### config.mk
export PLATFORM = sky130hd
export DESIGN_NAME = cdq_ctrl
export DESIGN_NICKNAME = d
export VERILOG_FILES = /design/src/rtl/core/cdq_pkg.sv /design/src/rtl/core/cdq_ctrl.sv
export SDC_FILE = /design/constraint.sdc
export NUM_CORES = 1
export LEC_CHECK = 0
export ABC_AREA = 1
export BUFFER_PORTS_ARGS = -buffer_cell sky130_fd_sc_hd__buf_4
export CORE_AREA = 2 2 39 41
export DETAILED_ROUTE_END_ITERATION = 7
export DIE_AREA = 0 0 41 43
export PLACE_DENSITY_LB_ADDON = 0.3
export SYNTH_ARGS = -nofsm -noshare
export SYNTH_HDL_FRONTEND = slang
export SYNTH_SLANG_ARGS = --single-unit
### constraint.sdc
create_clock -name i_clk -period 1.16 [get_ports i_clk]
set_input_delay 0.058 -clock i_clk [delete_from_list [all_inputs] [get_ports i_clk]]
set_output_delay 0.058 -clock i_clk [all_outputs]
set_load 0.005 [all_outputs]
### src/rtl/core/cdq_pkg.sv
// Shared types and constants for the circular deque.
package cdq_pkg;

    localparam int DEPTH  = 16;
    localparam int IDX_W  = $clog2(DEPTH);
    localparam int CAP_W  = $clog2(DEPTH + 1);
    localparam int DATA_W = 32;
    localparam int FUNC_W = 3;
    localparam int APB_AW = 3;
    localparam int APB_DW = 32;

    localparam logic [CAP_W-1:0]  CAP_RESET     = CAP_W'(DEPTH);
    localparam logic [APB_AW-1:0] ADDR_CAPACITY = APB_AW'(0);

    typedef enum logic [FUNC_W-1:0] {
        FN_INS_FRONT = 3'd0,
        FN_INS_REAR  = 3'd1,
        FN_DEL_FRONT = 3'd2,
        FN_DEL_REAR  = 3'd3,
        FN_STATUS    = 3'd4
    } t_func;

    typedef enum logic [1:0] {
        S_IDLE,
        S_EXEC,
        S_READ,
        S_LOAD
    } t_state;

    typedef struct packed {
        logic latch;
        logic exec;
        logic load;
    } t_dp_cmd;

    typedef struct packed {
        logic out_free;
    } t_dp_stat;

endpackage

### src/rtl/core/cdq_ctrl.sv
// Controller state machine that sequences one deque operation at a time.
module cdq_ctrl import cdq_pkg::*; (
    input  logic     i_clk,
    input  logic     i_rst_n,
    input  logic     i_in_valid,
    output logic     o_in_ready,
    input  t_dp_stat i_stat,
    output t_dp_cmd  o_cmd
);

    t_state r_state;
    t_state n_state;

    always_ff @(posedge i_clk) begin
        if (!i_rst_n) begin
            r_state <= S_IDLE;
        end else begin
            r_state <= n_state;
        end
    end

    always_comb begin
        n_state = r_state;
        case (r_state)
            S_IDLE: begin
                if (i_in_valid) begin
                    n_state = S_EXEC;
                end
            end
            S_EXEC: begin
                n_state = S_READ;
            end
            S_READ: begin
                n_state = S_LOAD;
            end
            S_LOAD: begin
                if (i_stat.out_free) begin
                    n_state = S_IDLE;
                end
            end
            default: begin
                n_state = S_IDLE;
            end
        endcase
    end

    always_comb begin
        o_in_ready = 1'b0;
        o_cmd      = '0;
        case (r_state)
            S_IDLE: begin
                o_in_ready  = 1'b1;
                o_cmd.latch = i_in_valid;
            end
            S_EXEC: begin
                o_cmd.exec = 1'b1;
            end
            S_READ: begin
                o_cmd = '0;
            end
            S_LOAD: begin
                o_cmd.load = i_stat.out_free;
            end
            default: begin
                o_cmd = '0;
            end
        endcase
    end

endmodule

* After elaboration in Yosys (flattened, before gate mapping)
Index checks and enable logic that the tools add are counted.
Storage, ports and cells: output and inout bits 4, logic and storage cells 15, register bits after elaboration 2, input bits 4
Operators by class: muxes and demuxes 7, reductions and logical operators 2, equal/unequal tests 5
Operators with widths (count):
- one-hot mux 2 bit (4 select lines) | 1
- == test 2 bit, second input constant | 2
- two-way mux 1 bit | 4
- two-way mux 2 bit | 2
- inequality test 2 bit, second input constant | 2
- == test 2 x 1 -> 1 bit, second input constant | 1
- zero test 2 bit | 1
- AND reduction 2 bit | 1

* Longest topological paths before layout
depth in word-level cells 3, depth in mapped cells 6, gate-level depth less buffers 6

* Worst setup path after synthesis
No wires, ideal clock.
kind register -> register, start point register r_state[0], end point register r_state[1], setup slack 150 ps, required time 1045 ps, clock period less this slack 1010 ps, arrival time 895 ps, library setup time 115 ps, path buffers 0, cell stages (with the launch flop) 7, cell sequence dfxtp_1 -> inv_1 -> ha_1 -> nand2_2 -> nand3_2 -> nand2_1 -> nor2_1
Between the ends: word-level cells in the longest chain between the ends 3, elaborated cells between the ends (all ways) 8, classes of those cells 5 x eq/ne; 1 x mux; 2 x reduce/logical
RTL lines:
- from (decl) | RTL line cdq_ctrl.sv:11 | t_state r_state;
- from (signal assigned) | RTL line cdq_ctrl.sv:18 | r_state <= n_state;
- == test 2 bit / zero test 2 bit (equally long branches) | RTL line cdq_ctrl.sv:24 | case (r_state)
- inequality test 2 bit (no source line)
- AND reduction 2 bit (no source line)
Several ways; a longest one is shown, not always the timed one. A chain may end at the register's enable or synchronous reset.

==> results by stage <==
Setup path:
- The startpoint-to-endpoint class of the critical path is reg2out.
- The peak per-stage delay on the critical path is 0.34 ns.
- STA classifies the critical path endpoint as an output port.
- The worst path buffer plus inverter count is 3.
- The top fanout value on the critical path is 4.
- The critical path's most frequent cell is inv_1.
- Walking the worst path, the cells encountered are inv_1, ha_4, nand2_1, inv_1, buf_4.
- The nature of the critical path startpoint is a flop.
- The cell at the slowest stage of the critical path is dfxtp_2.
- Data on the critical path arrives at its endpoint at a little over 1 ns.
- The required time of the critical path is 1.10 ns.
- The cell type group with the largest total delay on the critical path is flip-flops.

Timing:
- The slew at the pin closest to its max-slew limit is 0.128 ns.
- The worst relative slew slack is 91.4%.
- Setup total negative slack on the finished layout was measured at 0 ns.
- The upper clock frequency limit is 931 MHz.
- Setup repair after global routing left no endpoint under its margin.
- The worst clock skew is 0.000496 ns.
- The setup violation total in the final timing report is 0.
- The number of endpoints with negative hold slack in the final report came to 0.
- The clock period could shrink to between 1 and 1.5 ns.
- Of the available clock period, the critical path in the final layout requires between 90 and 100%.
- The number of max-slew violations in the final report is 0.

Routing:
- After detailed routing, the average wire length per cell comes to 7.06 microns.
- Across all layers, the routed design uses about 180 vias.
- After the first detailed-routing iteration, the DRC count stood at 3.
- The via count normalized by instance count is 3.36.
- Once detail routing completed, the nets flagged for antenna violations numbered 0.
- The pre-antenna-repair detailed-routing pass consisted of 2 iterations.
- The sum of routed wire length over all layers is 374 microns.
- The DRC violations left is 0.

Pwr:
- For this design the ratio of total power to cell area is 2290 nW/um^2.
- The total power is around 0.68 mW.
- Summed over all cells, the static leakage comes to 0.172 nW.
- The maximum VDD drop is 0.502 mV.

CTS:
- Clock tree synthesis inserted a total of 3 buffers.
- The clock reaches the later pin of the worst-skew pair after 0.22 ns.
- The clock transition at the registers of the reported paths is approximately 0.03 ns.
- The clock passes through at most 2 buffers.
- The number of clock sinks is 2.
- In this run, post-CTS hold repair placed 0 buffers.
- The cell sitting at the root of the clock tree is a clkbuf_4.
- CTS built an H-tree with a depth of 1.
- The CTS tree is yes.

Layout:
- Leaving out fill and tap cells, the most frequent cells in the layout are buf_4 (8), inv_1 (7), nand2_1 (5).
- The register with the most flip-flops in the layout has 2 of them.
- The net count of the finished layout is 47.
- The library cell used most frequently in the layout, excluding fill and tap cells, is buf_4.
- The finished cells cover slightly below 300 sq um.
- Ranked by flip-flop count, first place goes to r_state.
- The count of placed standard cells in the final layout, fillers left out is 53.
- The largest registers in the layout are r_state: 2 flops.
- The fraction of the core area covered by cells at the end of the flow is 21.4%.
- Counting the fill cells in the layout gives 146.
- The area growth from synthesis to layout is 65.7%.
- The fraction of final layout cells sized beyond drive strength 1 is 45.9%.
- The repair_antennas step left the layout with diodes totalling 0.

Global routing:
- The busiest layer in global routing is met4.
- Summed over all layers, the global routing overflow is 0.
- For this run, the total global-route usage over all layers was measured as under 10%.
- Global routing consumed, on the met3 layer, 1.57% of the routing resources.
- The met1 usage in global routing is roughly 4.1%.
- The number of antenna violations at the first check in global routing is 0.
- Global routing used about 8.4% of the available met2 tracks.
- The wire length of the first global-routing pass is 607 microns.
- Entering global routing, the biggest net connects 5 pins.
- The number of global-route vias before repair came to between 150 and 200.

Yosys:
- The number of storage elements in the synthesis netlist is 2.
- The share of the Yosys chip area taken by registers is 22.4%.
- The average cell area after synthesis is approximately 7 sq um.
- The mapped netlist covers 179 sq um.
- The largest area contributor in the synthesized netlist is ha_1.
- The area share of the largest cell type after synthesis is roughly 28%.
- The number of warnings printed during yosys synthesis is 0.
- Counting distinct cell types in the post-synthesis netlist gives 8.
- Counting every net in the synthesized netlist gives 34.
- Counting every instance in the synthesized netlist gives 26.
- Sorting the synthesized cells by area gives the leading types as ha_1 (28%), dfxtp_1 (22%), inv_1 (15%).

Floorplanning:
- From bottom edge to top edge, the die measures 43 microns.
- The die is approximately 40 microns wide.
- The I/O pin count is 8.
- The cell row count is 14.
- The region available for standard cell placement spans 1380 sq um.
- The floorplan step defined a die boundary enclosing 1760 sq um.
- Once the floorplan was initialized, standard cells occupied 12.9% of the core.

Place:
- The half-perimeter wire length after placement is ~320 microns.
- The congestion estimate from routability-driven global placement came to between 0.6 and 0.7.
- After detailed placement, the total cell area comes to ~260 sq um.
- The count of port buffers added during placement is 7.
- After detailed placement, the design holds a cell count of 50.

Min path:
- The path type of the worst min-delay path is in2reg.

Status:
- The run finished with clean final reports.

Job:
- The number of maximum-capacitance violations is 0.
==> worst paths after layout <==
kind	endpoint	slack [ns]	depth (start not counted)	startpoint
worst max-delay path	o_cmd[2]	0.09	5	r_state[1]$_SDFFE_PN0P_
worst min-delay path	r_state[1]$_SDFFE_PN0P_	0.08	3	i_rst_n
worst max register to register	r_state[0]$_SDFFE_PN0P_	0.17	5	r_state[0]$_SDFFE_PN0P_
worst min register to register	r_state[1]$_SDFFE_PN0P_	0.51	2	r_state[1]$_SDFFE_PN0P_
==> metrics by stage <==
stage | hold slack, ns | setup WS, ns
2_1_floorplan | 0.179 | 0.150
3_3_place_gp | 0.306 | 0.0880
4_1_cts | 0.0769 | 0.00503
3_5_place_dp | 0.313 | 0.0839
5_1_grt | 0.0858 | 0.0131
6_report | 0.0791 | 0.0854
==> layer usage <==
metal  wire [microns]  vias to the layer above  share of wire, %
met3               23                        0               6.1
li1                 -                       98                 -
met5                0                        -                 0
met1              131                       76                35
met4                0                        0                 0
met2              219                        4                59
==> Yosys cell counts <==
library cell / n
a21oi_1: 2
dfxtp_1: 2
ha_1: 4
inv_1: 7
nand2_1: 5
nand2_2: 2
nand3_2: 1
nor2_1: 3
==> worst reg2reg max path, delay by kind of cell (launching register included) <==
kind                     cells  cell delay, ns
AO/OA/AOI/OAI                1            0.15
adder cells (fa/ha/maj)      1            0.17
buffers and inverters        1            0.12
flip-flops                   1            0.32
AND/OR/NAND/NOR              2            0.12
==> report_power, final <==
group | total, mW | leakage, nW | switching, mW | internal [mW]
Clock | 0.151 | 0.0138 | 0.0371 | 0.114
Combinational | 0.395 | 0.141 | 0.182 | 0.213
Sequential | 0.133 | 0.0172 | 0.0271 | 0.106
==> final cells by class <==
type / instances / area, sq um / area share, %
Inverter: 7 / 26.3 / 8.86
Sequential cell: 2 / 42.5 / 14.3
Tap cell: 16 / 20.0 / 6.75
Timing Repair Buffer: 8 / 60.1 / 20.3
Multi-Input combinational cell: 17 / 125 / 42.2
Clock buffer: 3 / 22.5 / 7.59
==> kinds of logic after synthesis <==
kind of cell,synth area share [%]
simple gates,29.4
fa+ha+maj,28.0
flops,22.4
compound gates,5.59
buf+inv,14.7
==> what timing repair did <==
action                     CTS  global route
resized for setup            1             3
buffers inserted             0             0
setup endpoints to repair    1             1
hold endpoints to repair     0             0
Note: power is estimated with default switching activity, not from simulation.
