## src/rtl/core/cdq_pkg.sv

```systemverilog
// Shared types and constants for the circular deque.
package cdq_pkg;

    localparam int DEPTH  = 16;
    localparam int IDX_W  = $clog2(DEPTH);
    localparam int CAP_W  = $clog2(DEPTH + 1);
    localparam int DATA_W = 32;
    localparam int FUNC_W = 3;
    localparam int APB_AW = 3;
    localparam int APB_DW = 32;

    localparam logic [CAP_W-1:0]  CAP_RESET     = CAP_W'(DEPTH);
    localparam logic [APB_AW-1:0] ADDR_CAPACITY = APB_AW'(0);

    typedef enum logic [FUNC_W-1:0] {
        FN_INS_FRONT = 3'd0,
        FN_INS_REAR  = 3'd1,
        FN_DEL_FRONT = 3'd2,
        FN_DEL_REAR  = 3'd3,
        FN_STATUS    = 3'd4
    } t_func;

    typedef enum logic [1:0] {
        S_IDLE,
        S_EXEC,
        S_READ,
        S_LOAD
    } t_state;

    typedef struct packed {
        logic latch;
        logic exec;
        logic load;
    } t_dp_cmd;

    typedef struct packed {
        logic out_free;
    } t_dp_stat;

endpackage

```

## src/rtl/core/cdq_dp.sv

```systemverilog
// Datapath: ring storage, front and rear indices, capacity and the result register.
module cdq_dp import cdq_pkg::*; (
    input  logic                     i_clk,
    input  logic                     i_rst_n,
    input  t_dp_cmd                  i_cmd,
    output t_dp_stat                 o_stat,
    input  logic                     i_cfg_wr,
    input  logic [CAP_W-1:0]         i_cfg_cap,
    output logic [CAP_W-1:0]         o_cap,
    input  logic [FUNC_W-1:0]        i_func,
    input  logic signed [DATA_W-1:0] i_value,
    output logic                     o_valid,
    input  logic                     i_ready,
    output logic                     o_ok,
    output logic signed [DATA_W-1:0] o_front_value,
    output logic signed [DATA_W-1:0] o_rear_value,
    output logic                     o_is_empty,
    output logic                     o_is_full
);

    logic [DATA_W-1:0] r_ring [DEPTH];

    logic [CAP_W-1:0]  r_cap;
    t_func             r_func;
    logic [DATA_W-1:0] r_value;
    logic [IDX_W-1:0]  r_front;
    logic [IDX_W-1:0]  r_rear;
    logic              r_empty;
    logic              r_ok;
    logic [DATA_W-1:0] r_rd_front;
    logic [DATA_W-1:0] r_rd_rear;

    logic              r_out_valid;
    logic              r_out_ok;
    logic [DATA_W-1:0] r_out_front;
    logic [DATA_W-1:0] r_out_rear;
    logic              r_out_empty;
    logic              r_out_full;

    logic [CAP_W-1:0]  eff_cap;
    logic [IDX_W-1:0]  front_next;
    logic [IDX_W-1:0]  front_prev;
    logic [IDX_W-1:0]  rear_next;
    logic [IDX_W-1:0]  rear_prev;
    logic              full_now;

    logic [IDX_W-1:0]  n_front;
    logic [IDX_W-1:0]  n_rear;
    logic              n_empty;
    logic              n_ok;
    logic              wr_en;
    logic [IDX_W-1:0]  wr_addr;

    // A capacity of zero behaves as one; anything above the ring size saturates.
    always_comb begin
        eff_cap = r_cap;
        if (r_cap == '0) begin
            eff_cap = CAP_W'(1);
        end else if (r_cap > CAP_W'(DEPTH)) begin
            eff_cap = CAP_W'(DEPTH);
        end
    end

    always_comb begin
        front_next = ((CAP_W'(r_front) + CAP_W'(1)) >= eff_cap) ? '0 : r_front + IDX_W'(1);
        rear_next  = ((CAP_W'(r_rear) + CAP_W'(1)) >= eff_cap) ? '0 : r_rear + IDX_W'(1);
        front_prev = (r_front == '0 || CAP_W'(r_front) >= eff_cap)
                     ? IDX_W'(eff_cap - CAP_W'(1)) : r_front - IDX_W'(1);
        rear_prev  = (r_rear == '0 || CAP_W'(r_rear) >= eff_cap)
                     ? IDX_W'(eff_cap - CAP_W'(1)) : r_rear - IDX_W'(1);
        full_now   = !r_empty && (rear_next == r_front);
    end

    always_comb begin
        n_front = r_front;
        n_rear  = r_rear;
        n_empty = r_empty;
        n_ok    = 1'b1;
        wr_en   = 1'b0;
        wr_addr = '0;
        case (r_func)
            FN_INS_FRONT, FN_INS_REAR: begin
                if (r_empty) begin
                    n_front = '0;
                    n_rear  = '0;
                    n_empty = 1'b0;
                    wr_en   = 1'b1;
                    wr_addr = '0;
                end else if (full_now) begin
                    n_ok = 1'b0;
                end else if (r_func == FN_INS_FRONT) begin
                    n_front = front_prev;
                    wr_en   = 1'b1;
                    wr_addr = front_prev;
                end else begin
                    n_rear  = rear_next;
                    wr_en   = 1'b1;
                    wr_addr = rear_next;
                end
            end
            FN_DEL_FRONT, FN_DEL_REAR: begin
                if (r_empty) begin
                    n_ok = 1'b0;
                end else if (r_front == r_rear) begin
                    // Removing the last element returns both indices home.
                    n_front = '0;
                    n_rear  = '0;
                    n_empty = 1'b1;
                end else if (r_func == FN_DEL_FRONT) begin
                    n_front = front_next;
                end else begin
                    n_rear = rear_prev;
                end
            end
            default: begin
                n_ok = 1'b1;
            end
        endcase
    end

    always_ff @(posedge i_clk) begin
        if (!i_rst_n) begin
            r_cap   <= CAP_RESET;
            r_front <= '0;
            r_rear  <= '0;
            r_empty <= 1'b1;
        end else if (i_cfg_wr) begin
            r_cap   <= i_cfg_cap;
            r_front <= '0;
            r_rear  <= '0;
            r_empty <= 1'b1;
        end else if (i_cmd.exec) begin
            r_front <= n_front;
            r_rear  <= n_rear;
            r_empty <= n_empty;
        end
    end

    always_ff @(posedge i_clk) begin
        if (i_cmd.latch) begin
            r_func  <= t_func'(i_func);
            r_value <= i_value;
        end
        if (i_cmd.exec) begin
            r_ok <= n_ok;
        end
    end

    // Ring storage: one write port, two registered read ports.
    always_ff @(posedge i_clk) begin
        if (i_cmd.exec && wr_en) begin
            r_ring[wr_addr] <= r_value;
        end
        r_rd_front <= r_ring[r_front];
        r_rd_rear  <= r_ring[r_rear];
    end

    always_ff @(posedge i_clk) begin
        if (!i_rst_n) begin
            r_out_valid <= 1'b0;
        end else if (i_cmd.load) begin
            r_out_valid <= 1'b1;
        end else if (i_ready) begin
            r_out_valid <= 1'b0;
        end
    end

    always_ff @(posedge i_clk) begin
        if (i_cmd.load) begin
            r_out_ok    <= r_ok;
            r_out_front <= r_empty ? '1 : r_rd_front;
            r_out_rear  <= r_empty ? '1 : r_rd_rear;
            r_out_empty <= r_empty;
            r_out_full  <= full_now;
        end
    end

    assign o_stat.out_free = !r_out_valid || i_ready;
    assign o_cap           = r_cap;
    assign o_valid         = r_out_valid;
    assign o_ok            = r_out_ok;
    assign o_front_value   = r_out_front;
    assign o_rear_value    = r_out_rear;
    assign o_is_empty      = r_out_empty;
    assign o_is_full       = r_out_full;

endmodule

```

## config.mk

```make
export PLATFORM = sky130hd
export DESIGN_NAME = cdq_dp
export DESIGN_NICKNAME = d
export VERILOG_FILES = /design/src/rtl/core/cdq_pkg.sv /design/src/rtl/core/cdq_dp.sv
export SDC_FILE = /design/constraint.sdc
export NUM_CORES = 1
export LEC_CHECK = 0
export ABC_AREA = 1
export BUFFER_PORTS_ARGS = -buffer_cell sky130_fd_sc_hd__buf_2
export CELL_PAD_IN_SITES_DETAIL_PLACEMENT = 0
export CELL_PAD_IN_SITES_GLOBAL_PLACEMENT = 1
export CORE_ASPECT_RATIO = 1.1
export CORE_MARGIN = 2
export CORE_UTILIZATION = 53
export DETAILED_ROUTE_END_ITERATION = 12
export GPL_TIMING_DRIVEN = 1
export HOLD_SLACK_MARGIN = 0.1
export PLACE_DENSITY_LB_ADDON = 0.1
export RECOVER_POWER = 25
export REMOVE_ABC_BUFFERS = 1
export SLEW_MARGIN = 15
export SYNTH_ARGS = -nofsm -noshare
export SYNTH_HDL_FRONTEND = slang
export SYNTH_SLANG_ARGS = --single-unit
```

## constraint.sdc

```tcl
create_clock -name i_clk -period 7.6 [get_ports i_clk]
set_clock_uncertainty 0.1 [all_clocks]
set_input_delay 0.38 -clock i_clk [delete_from_list [all_inputs] [get_ports i_clk]]
set_output_delay 0.38 -clock i_clk [all_outputs]
set_load 0.02 [all_outputs]
```

Yosys cells after proc, flatten, opt, wreduce, memory -nomap -nowiden
Memories as Yosys holds them, arrays and structs flattened. A register that Yosys moved wholly into a read port is not among the register bits.
Cells that the tools add are included.
W data, S select, Z words.

cells by class
  add/subtract/negate cells = 7
  $lt $le $gt $ge = 5
  equal/unequal tests = 11
  multiplexer cells = 36
  bitwise logic cells = 1
  reductions and logical operators = 19

operators with widths
  cell                   count
  $mux W4                20
  $pmux W4 S2            2
  $ne A3 B3 Y1 const B   5
  $reduce_and A6 Y1      2
  $sub A4 B1 Y4 const B  3
  $add A4 B1 Y5 const B  2
  $ge A4 B5 Y1           2
  $ge A5 B5 Y1           2
  $mux W1                10
  $mux W5                2
  $add A4 B1 Y4 const B  2
  $eq A4 B4 Y1           2
  $logic_not A4 Y1       2
  $eq A3 B2 Y1 const B   2
  $reduce_or A2 Y1       3
  $gt A5 B5 Y1 const B   1
  $logic_not A5 Y1       1
  $pmux W1 S2            2
  $reduce_bool A2 Y1     2
  $eq A3 B1 Y1 const B   1
  $logic_not A3 Y1       1
  $logic_or A1 B1 Y1     3
  $logic_and A1 B1 Y1    2
  $logic_not A1 Y1       2
  3 further kinds        3

word-level totals
  flip-flop bits (word level) = 118
  RAM bits = 512
  bits of input ports = 47
  output and inout port bits = 74
  word-level logic and storage cells = 93
  memories kept = 1

memory list
  name    depth  width  rd ports  clocked after Yosys merged registers in  wr ports  line          source
  r_ring  16     32     2         2                                        1         cdq_dp.sv:21  logic [DATA_W-1:0] r_ring [DEPTH];

Logic depth before layout (Yosys ltp)
Gate-level depths: netlist of run 1.

  depth in word-level cells = 13
  gate-level depth with buffers = 20
  gate-level depth less buffers = 19

Worst setup path after synthesis of run 1
Ideal clock, no wire load.

  path kind = reg2reg
  start = reg r_rear[0]
  end = mem r_ring[0][0], enable pin
  library setup time = 0.421 ns
  data arrival time = 4.119 ns
  data required time = 7.079 ns
  setup slack = 2.960 ns
  cell stages (with the launch flop) = 21
  path buffers = 4
  cells stage by stage = dfxtp_1 buf_2 inv_1 buf_2 buf_1 ha_1 ha_1 nand2_1 nand2_1 a21oi_1 nand2_2 nand2_4 nand3_2 nand2_1 nand2_2 nor2_4 nand3_2 buf_6 nand2_4 nand4_2 nor2_1

between the ends
  longest elaborated chain between the ends = 11
  elaborated cells between the ends (all ways) = 16
  classes of those cells = add/sub (2); order compare (1); eq/ne (1); mux (10); reduce/logical (2)

ends and longest elaborated chain
  what                           line           source
  from (decl)                    cdq_dp.sv:27   logic [IDX_W-1:0] r_rear;
  from (signal assigned)         cdq_dp.sv:134  r_rear <= n_rear;
  $add A4 B1 Y5                  cdq_dp.sv:66   rear_next = ((CAP_W'(r_rear) + CAP_W'(1)) >= eff_cap) ? '0 : r_rear + IDX_W'(1);
  $ge A5 B5 Y1                   cdq_dp.sv:66
  $mux W4 (*)                    cdq_dp.sv:66
  $eq A4 B4 Y1                   cdq_dp.sv:71   full_now = !r_empty && (rear_next == r_front);
  $logic_and A1 B1 Y1            cdq_dp.sv:71
  $mux W1                        cdq_dp.sv:89   end else if (full_now) begin
  $mux W1                        --
  $mux W1                        cdq_dp.sv:81   case (r_func)
  $logic_and A1 B1 Y1            cdq_dp.sv:151  if (i_cmd.exec && wr_en) begin
  $mux W1                        cdq_dp.sv:151
  $mux W1 (implied by the code)  cdq_dp.sv:152  r_ring[wr_addr] <= r_value;
  to (decl)                      cdq_dp.sv:21

Every way passes the cells marked *; elsewhere a longest branch is shown, timed or not.

Final worst setup path of run 1
  start = reg r_rear[0]
  end = mem r_ring[7][1], enable pin

The elaborated chain is that of the path after synthesis.

==> results of run 1 <==
[routing by layer]
layer / vias to the layer above / GRT usage (%)
met5: - / 0
met4: 0 / 10.2
met3: 157 / 4.08
met2: 1147 / 47.6
met1: 11395 / 39.4
li1: 10748 / -
[final timing paths]
path | startpoint | end | slack, ns | cells past startpoint
min reg2reg | r_ok | o_ok | 0.32 | 0
min | i_cfg_wr | r_empty | 0.19 | 3
max | r_rear[0] | r_ring[7][1] | 2.22 | 15
max reg2reg | r_rear[0] | r_ring[7][1] | 2.22 | 15
[synthesized netlist by cell type (4+ instances only)]
cell type / n
a21oi_1: 270
buf_1: 35
buf_2: 11
clkbuf_1: 168
dfxtp_1: 79
edfxtp_1: 615
ha_1: 23
inv_1: 197
nand2_1: 261
nand2_2: 5
nand3_1: 167
nand3_2: 9
nand4_1: 13
nor2_1: 245
nor2_2: 4
o211ai_1: 129
o21ai_0: 628
o22ai_1: 4
or2_2: 64
xor2_1: 9
[kinds of logic after synthesis]
group                      after synthesis
muxes                                    1
DFF                                    694
and+or+nand+nor                        778
AOI/OAI and AO/OA                     1039
buffers and inverters                  419
adders and majority gates               23
xor gates and xnor gates                10
[power groups by stage]
stage	clock network [mW]	logic (mW)	registers [mW]
2_1_floorplan	0	0.271	4.44
3_5_place_dp	0	0.482	4.44
4_1_cts	3.84	0.506	4.36
3_3_place_gp	0	0.475	4.43
6_report	3.79	0.509	4.36
5_1_grt	3.98	0.562	4.37
[what timing repair did]
item | 4_1_cts | 5_1_grt
hold endpoints to repair | 42 | 0
gates resized for setup | 0 | 0
hold buffers | 53 | 0
[sequential cells by signal, summed over array words and instances (netlist names), 3 cells and up]
signal and count:
r_rd_rear 32, o_front_value 32, r_value 32, o_cap 5, r_rd_front 32, o_rear_value 32, r_front 4, r_ring 512
r_func 3, r_rear 4
[worst register-to-register path, cell delays in order, from the launching register on]
cell and delay [ns]:
dfxtp_4 0.66, clkinv_2 0.67, ha_1 0.60, ha_1 0.30, nand2_1 0.07, nand2_1 0.06, a21oi_1 0.15, nand2_2 0.09
nand2_4 0.12, nand3_2 0.13, nor2_1 0.15, nor2_2 0.08, nand3_2 0.21, nand4_1 0.45, nor2_4 0.72, buf_4 0.48
[layout make-up]
type | count | area (um2)
clock buffers | 100 | 2130
clock inverters | 34 | 437
fillers | 4767 | 22900
inverters | 201 | 759
multi-input cells | 1851 | 9540
flip-flops and latches | 694 | 20100
well taps | 760 | 951
repair buffers | 216 | 1510
[stage by stage]
stage               utilization [%]  hold WS (ns)  cell area (um2)  TNS [ns]
floorplan                         -         0.300            30200  -3944.34
global placement               55.3         0.302            32200         0
detailed placement             55.3         0.308            32300         0
CTS                            60.7         0.182            35400         0
global route                   60.7         0.222            35400         0
finish                         60.7         0.192            35400         0
==> results.toml, run 1 <==
[place]
placed_cells = 3667
finalWeightedCongestion = 0.840
port_buffers = 120
preCtsSetupSlack_ns = 2.26
dp_hpwl_um = 50600

[sta]
rsz0062_at_grt = "false"
worst_slack_ns = 2.22
period_share_pct = 70.8
final_hold_viol_count = 0
slew_headroom_pct = -198
setup_violations = 0
period_needed_ns = 5.38
slew_violations = 88
worstMarginPinSlew_ns = 4.47
max_freq_mhz = 186

[clocking]
clockBufferDepth = 3
cts_tree = "yes"
post_cts_buffers = 0
clk_pin_slew_ns = 0.06
insertion_delay_ns = 0.62
root_buffer = "clkbuf_16"
clock_sinks = 694
h-tree-depth = 3
cts_made_buffers = 73

[global_route]
grt_overflow = 0
grt_first_pass_wirelength_um = 135000
grt_max_degree = 119
grt_antenna_before_repair = 0
grt_pass1_vias = 22758
grtUsageTotal_pct = 28.9

[die]
rows = 93
die_area_um2 = 60500
fp.coreArea_um2 = 58300
initial_core_util_pct = 53.3
fp.dieH_um = 258
num_io_pins = 121
dieWidth_um = 235

[worst_setup_path]
critical_path.slowest_cell = "nor2_4"
critical-path-max-stage-delay_ns = 0.72
startpoint_type = "flip-flop"
worstPathMaxFanout = 46
crit_chain = "clkinv_2 -> ha_1 -> ha_1 -> nand2_1 -> nand2_1 -> a21oi_1 -> nand2_2 -> nand2_4 -> nand3_2 -> nor2_1 -> nor2_2 -> nand3_2 -> nand4_1 -> nor2_4 -> buf_4"
cp.arrival_ns = 5.55
worstSetupEndpointType = "flip-flop"
crit_buf_inv = 2
crit_type = "reg2reg"
cp.required_ns = 7.77
crit_family = "simple AND/OR/NAND/NOR gates"

[logic_synthesis]
synth.top_cells.by_area = "edfxtp_1 (59%), o21ai_0 (10%), dfxtp_1 (5.1%)"
seq_area_frac_synth_pct = 64.6
synthArstFlopShare_pct = 0
synth_adder_area_share_pct = 0.927
postSynthCellCount = 2964
yosys.area_share.xor_xnor_pct = 0.282
synth_compound_area_share_pct = 17.9
synth-simple-area-share_pct = 11.1
synth-edff-count = 615
synth_top_family_by_area = "compound AO/OA/AOI/OAI gates"
synthDistinctLibCells = 37
netlist_area_um2 = 31000
yosys_warnings = 0
avgSynthCellArea_um2 = 10.5
ys.flop_type = "edfxtp_1"
ys_ff_latch = 694
synth.area.mux_share_pct = 0.0322
yosys.area.top_type = "edfxtp_1"
yosysTopAreaCellShare_pct = 59.5

[pwr]
power.share.clock_pct = 43.7
p_switching_mw = 1.93
internal-power_mw = 6.73
cellLeakagePower_nw = 11.9
p_per_area_nw_per_um2 = 245
ir_drop_v = 0.000209
p_total_mw = 8.66
p_seq_share_pct = 50.4
p_sw_share_pct = 22.3
pwr-share-comb_pct = 5.9

[cells_and_area]
nets = 3107
drive_gt1_share_pct = 12.8
area_growth_pct = 14.0
insertedDiodeCount = 0
mostFrequentLayoutCell = "o21ai_0"
instances_no_fill = 3856
layout_common_cells = "o21ai_0 (628), edfxtp_1 (615), a21oi_1 (270)"

[detailed_routing]
wl_per_cell_um = 23.1
via_per_inst = 6.08
via_count = 23447
drt-met1-wl_um = 37000
drtIter0Drc = 2567
wl_met3_um = 7030
first_pass_iters = 5
wl_met2_um = 42800
drt-total-wl_um = 89100
top_layer = "met4"
drc = 0
antenna_left = 0

[hold_path]
hold_path.class = "in2reg"

[outcome]
violations = "capacitance limit, slew limit"
status = "finished with violations"

[run]
cap_violations = 2
No activity file was read; power rests on OpenSTA's default activity.
==> inputs of run 2 (changes only) <==
- ABC_AREA: 1 -> 0
- CORE_UTILIZATION: 53 -> 49
- clock period: 7.6 -> 4.7 ns (I/O delays scaled with it)
==> results.toml, run 2 <==
[outcome]
status = "finished with violations"
violations = "capacitance limit, slew limit"

[die]
dieWidth_um = 239
rows = 94
fp.coreArea_um2 = 60000
die_area_um2 = 62800
num_io_pins = 121
initial_core_util_pct = 49.7
fp.dieH_um = 263

[cells_and_area]
insertedDiodeCount = 0
layout_common_cells = "edfxtp_1 (615), mux4_2 (320), buf_2 (116)"
finalInstanceArea_um2 = 34600
largest_register = "r_ring"
area_growth_pct = 16.2
drive_gt1_share_pct = 42.3
mostFrequentLayoutCell = "edfxtp_1"
largest_reg_flops = 512
final_util_pct = 57.7
instances_no_fill = 2439
nets = 1684
fillers = 4442

[sta]
slew_violations = 105
slew_headroom_pct = -199
period_needed_ns = 4.36
max_freq_mhz = 229
period_share_pct = 92.8
holdWs_ns = 0.232
worst_slack_ns = 0.339
setup_violations = 0
final_hold_viol_count = 0
fin_setup_tns_ns = 0
worstMarginPinSlew_ns = 4.48
rsz0062_at_grt = "false"

[logic_synthesis]
ys_ff_latch = 694
synthDistinctLibCells = 67
synth-edff-count = 615
ys.flop_type = "edfxtp_1"
netlist_area_um2 = 29800
postSynthCellCount = 1416
yosys_warnings = 0
synthTopCellsByCount = "edfxtp_1 (615), mux4_2 (320), dfxtp_1 (79), or2_2 (65), clkbuf_1 (48)"
synth_most_common_cell = "edfxtp_1"
synthArstFlopShare_pct = 0
seq_area_frac_synth_pct = 67.3
avgSynthCellArea_um2 = 21.0
yosysTopAreaCellShare_pct = 62.0
synth.top_cells.by_area = "edfxtp_1 (62%), mux4_2 (24%), dfxtp_1 (5.3%)"
yosys.area.top_type = "edfxtp_1"

[worst_setup_path]
critical_path.slowest_cell = "dfxtp_1"
r2r-end = "r_ring[1][12]"
critical-path-max-stage-delay_ns = 0.53
crit_type = "reg2reg"
cp.required_ns = 4.85
startpoint_type = "flip-flop"
ff2ff_path_depth = 11
r2r_start = "o_cap[4]"
worstSetupEndpointType = "flip-flop"
worstPathMaxFanout = 22
cp.arrival_ns = 4.51
ff2ff_setup_slack_ns = 0.34
crit_chain = "inv_1 -> nand2_1 -> ha_1 -> a21o_1 -> a31oi_1 -> o211ai_2 -> a21oi_1 -> a2bb2oi_2 -> nand4bb_1 -> nor3_2 -> buf_4"

[detailed_routing]
drtIter0Drc = 1376
drt-total-wl_um = 70300
via_per_inst = 6.25
drc = 0
antenna_left = 0
wl_per_cell_um = 28.8
first_pass_iters = 5
via_count = 15255

[pwr]
p_per_area_nw_per_um2 = 397
p_total_mw = 13.7
cellLeakagePower_nw = 10.7
ir_drop_v = 0.000307

[global_route]
grt_first_pass_wirelength_um = 105000
grt_antenna_before_repair = 0
grt_overflow = 0
grtUsageTotal_pct = 23.0
grt_max_degree = 133
grt_pass1_vias = 15987

[place]
placed_cells = 2260
preCtsSetupSlack_ns = 0.209
placed_area_um2 = 31600
dp_hpwl_um = 40000
port_buffers = 120
finalWeightedCongestion = 0.873

[hold_path]
hold_path.class = "in2reg"
whs_path_depth = 2
hp-start = "i_value[17]"
hold_end = "r_value[17]"

[clocking]
cts_made_buffers = 72
insertion_delay_ns = 0.61
root_buffer = "clkbuf_16"
h-tree-depth = 3
clk_pin_slew_ns = 0.06
cts_tree = "yes"
clockBufferDepth = 3
clock_sinks = 694

[run]
cap_violations = 2
## run 2: worst max path at each step
stage,slack [ns],cells after the start,from,to
after CTS,0.16,10,r_rear[0],r_ring[1][2]
final,0.34,11,o_cap[4],r_ring[1][12]
after floorplan,-7.51,10,r_rear[0],r_ring[3][0]
after detailed placement,0.21,10,r_rear[0],r_ring[1][4]
after global routing,0.08,13,o_cap[3],r_ring[3][11]
after global placement,0.25,10,r_rear[0],r_ring[2][23]
## run 2: repair_timing
item,in CTS,in global routing
setup buffers,0,0
endpoints found under the setup margin,0,114
hold buffers,48,0
gates resized for setup,0,3
endpoints found under the hold margin,50,0
## run 2: worst max-delay path: cells and delay by family, from the launching register on
kind                       cells  cell delay (ns)
AOI/OAI and AO/OA              5             1.40
adders and majority gates      1             0.30
buffers and inverters          2             0.66
DFF                            1             0.53
and+or+nand+nor                3             1.00
## run 2: metal layers
metal | vias to the layer above | share of wire, % | wire (um) | track usage [%]
met1 | 8156 | 42 | 29300 | 32.5
met3 | 86 | 6.6 | 4630 | 3.81
met4 | 0 | 1.9 | 1300 | 6.32
met5 | - | 0 | 0 | 0
met2 | 601 | 50 | 35100 | 37.4
li1 | 6412 | - | - | -
## run 2: report_power, final
| part | total [mW] | leakage [nW] | internal [mW] | switching [mW] |
|---|---|---|---|---|
| Combinational | 0.603 | 3.33 | 0.298 | 0.305 |
| Sequential | 6.98 | 6.10 | 6.85 | 0.129 |
| Clock | 6.15 | 1.26 | 3.79 | 2.36 |
| Total | 13.7 | 10.7 | 10.9 | 2.80 |
## run 2: logic make-up after synthesis
family	share of synthesized area, %
flip-flops	67.3
XOR/XNOR	0.471
AND/OR/NAND/NOR	3.16
adder cells (fa/ha/maj)	0.966
buffers and inverters	1.47
AO/OA/AOI/OAI	2.04
multiplexers	24.6
## run 2: layout make-up
class | instances | area, um2 | area share (%)
Timing Repair Buffer | 212 | 1530 | 4.41
Inverter | 20 | 75.1 | 0.217
Clock buffer | 91 | 2000 | 5.77
Clock inverter | 40 | 579 | 1.67
Multi-Input combinational cell | 614 | 9420 | 27.2
Tap cell | 768 | 961 | 2.78
Sequential cell | 694 | 20100 | 58.0
==> inputs of run 3 (changes only) <==
- CELL_PAD_IN_SITES_DETAIL_PLACEMENT: 0 -> unset
- CELL_PAD_IN_SITES_GLOBAL_PLACEMENT: 1 -> unset
- CORE_ASPECT_RATIO: 1.1 -> 2
- CORE_UTILIZATION: 49 -> 60
- PLACE_DENSITY: unset -> 0.78
- PLACE_DENSITY_LB_ADDON: 0.1 -> unset
- clock period: 4.7 -> 5.4 ns (I/O delays scaled with it)
==> results.toml, run 3 (synthesis gave the netlist of run 2 again) <==
[global_route]
grt_first_pass_wirelength_um = 108000
grtUsageTotal_pct = 28.8
grt_pass1_vias = 16862
grt_max_degree = 133
grt_antenna_before_repair = 0
grt_overflow = 0

[detailed_routing]
via_count = 15726
drc = 0
via_per_inst = 6.87
first_pass_iters = 7
wl_per_cell_um = 31.2
antenna_left = 0
drtIter0Drc = 1664
drt-total-wl_um = 71500

[outcome]
violations = "capacitance limit, slew limit"
status = "finished with violations"

[run]
cap_violations = 1

[worst_setup_path]
startpoint_type = "flip-flop"
crit_chain = "nor3_1 -> nor2_1 -> nor2_1 -> ha_1 -> nand2b_1 -> a2111oi_0 -> o31ai_1 -> a21oi_1 -> a2bb2oi_1 -> nand2b_1 -> nor2_4 -> buf_4"
worstSetupEndpointType = "flip-flop"
critical_path.slowest_cell = "a2111oi_0"
cp.arrival_ns = 4.91
cp.required_ns = 5.54
ff2ff_setup_slack_ns = 0.64
crit_type = "reg2reg"
critical-path-max-stage-delay_ns = 0.57
worstPathMaxFanout = 32

[clocking]
ctsResizeCount = 0
clk_pin_slew_ns = 0.06
cts_made_buffers = 58
clockBufferDepth = 3
root_buffer = "clkbuf_16"
insertion_delay_ns = 0.61
clock_sinks = 694
cts_tree = "yes"
h-tree-depth = 2

[place]
finalWeightedCongestion = 0.829
placed_cells = 2131
dp_hpwl_um = 39600
preCtsSetupSlack_ns = 0.760
port_buffers = 120

[sta]
worstMarginPinSlew_ns = 3.05
max_freq_mhz = 210
slew_headroom_pct = -103
rsz0062_at_grt = "false"
final_hold_viol_count = 0
worst_slack_ns = 0.636
setup_violations = 0
slew_violations = 36
fin_setup_tns_ns = 0
period_needed_ns = 4.76
period_share_pct = 88.2

[pwr]
ir_drop_v = 0.000327
p_per_area_nw_per_um2 = 329
cellLeakagePower_nw = 10.4

[die]
fp.dieH_um = 319
initial_core_util_pct = 60.7
fp.coreArea_um2 = 49100
die_area_um2 = 51500
num_io_pins = 121
rows = 115
dieWidth_um = 162

[hold_path]
hold_path.class = "in2reg"

[cells_and_area]
nets = 1667
area_growth_pct = 13.9
largest_reg_flops = 512
insertedDiodeCount = 0
drive_gt1_share_pct = 41.0
layout_common_cells = "edfxtp_1 (615), mux4_2 (320), buf_2 (114)"
mostFrequentLayoutCell = "edfxtp_1"
instances_no_fill = 2289
fillers = 2922
largest_register = "r_ring"
run 3: cell types whose count changed in the layout (fill, tap and decap cells not counted), sizes merged:
| cell | change |
|---|---|
| dlygate4sd3 | +1 |
| clkinvlp | -1 |
| clkinv | -8 |
| inv | +3 |
| clkbuf | -11 |
| buf | -6 |
| bufinv | -3 |
run 3: critical path: cells and delay by family, from the launching register on:
kind	cells	cell delay (ns)
AOI/OAI and AO/OA	4	1.67
adders and majority gates	1	0.33
buffers and inverters	1	0.55
DFF	1	0.35
and+or+nand+nor	6	1.35
run 3: path summary, 6_finish.rpt:
check | startpoint | end | cells after the start
hold / removal | i_value[3] | r_value[3] | 2
setup reg to reg | o_cap[1] | r_ring[10][4] | 12
setup / recovery | o_cap[1] | r_ring[10][4] | 12
hold reg to reg | r_ok | o_ok | 0
run 3: timing repair:
action,in CTS,in global routing
hold buffers,49,0
endpoints found under the setup margin,0,0
hold endpoints to repair,60,0
buffers inserted,0,0
run 3: report_power, final:
group / switching, mW / internal [mW]
clock network: 1.93 / 2.63
registers: 0.115 / 5.95
logic: 0.259 / 0.256
run 3: metrics by stage:
stage               power, mW  instance area (um2)  hold WS (ns)  util (%)
finish                   11.1                33900         0.257      69.1
global route             11.4                33900         0.255      69.1
CTS                      11.2                33900         0.226      69.1
detailed placement       6.67                31400         0.323      63.9
global placement         6.65                31400         0.304      63.9
floorplan                6.50                29400         0.269         -
run 3: final cells by class:
type,instances,area [um2],area share [%]
Clock buffer,78,1610,4.74
Clock inverter,31,465,1.37
Inverter,20,75.1,0.221
Multi-Input combinational cell,614,9400,27.7
Sequential cell,694,20100,59.2
Tap cell,643,805,2.37
Timing Repair Buffer,209,1490,4.40
run 3: per-layer routing:
layer | GRT usage (%) | up-vias | wire, um
met5 | 0 | - | 0
met4 | 12.9 | 0 | 3400
met3 | 3.94 | 200 | 5240
met2 | 51.0 | 911 | 39000
met1 | 35.4 | 8255 | 23800
li1 | - | 6360 | -
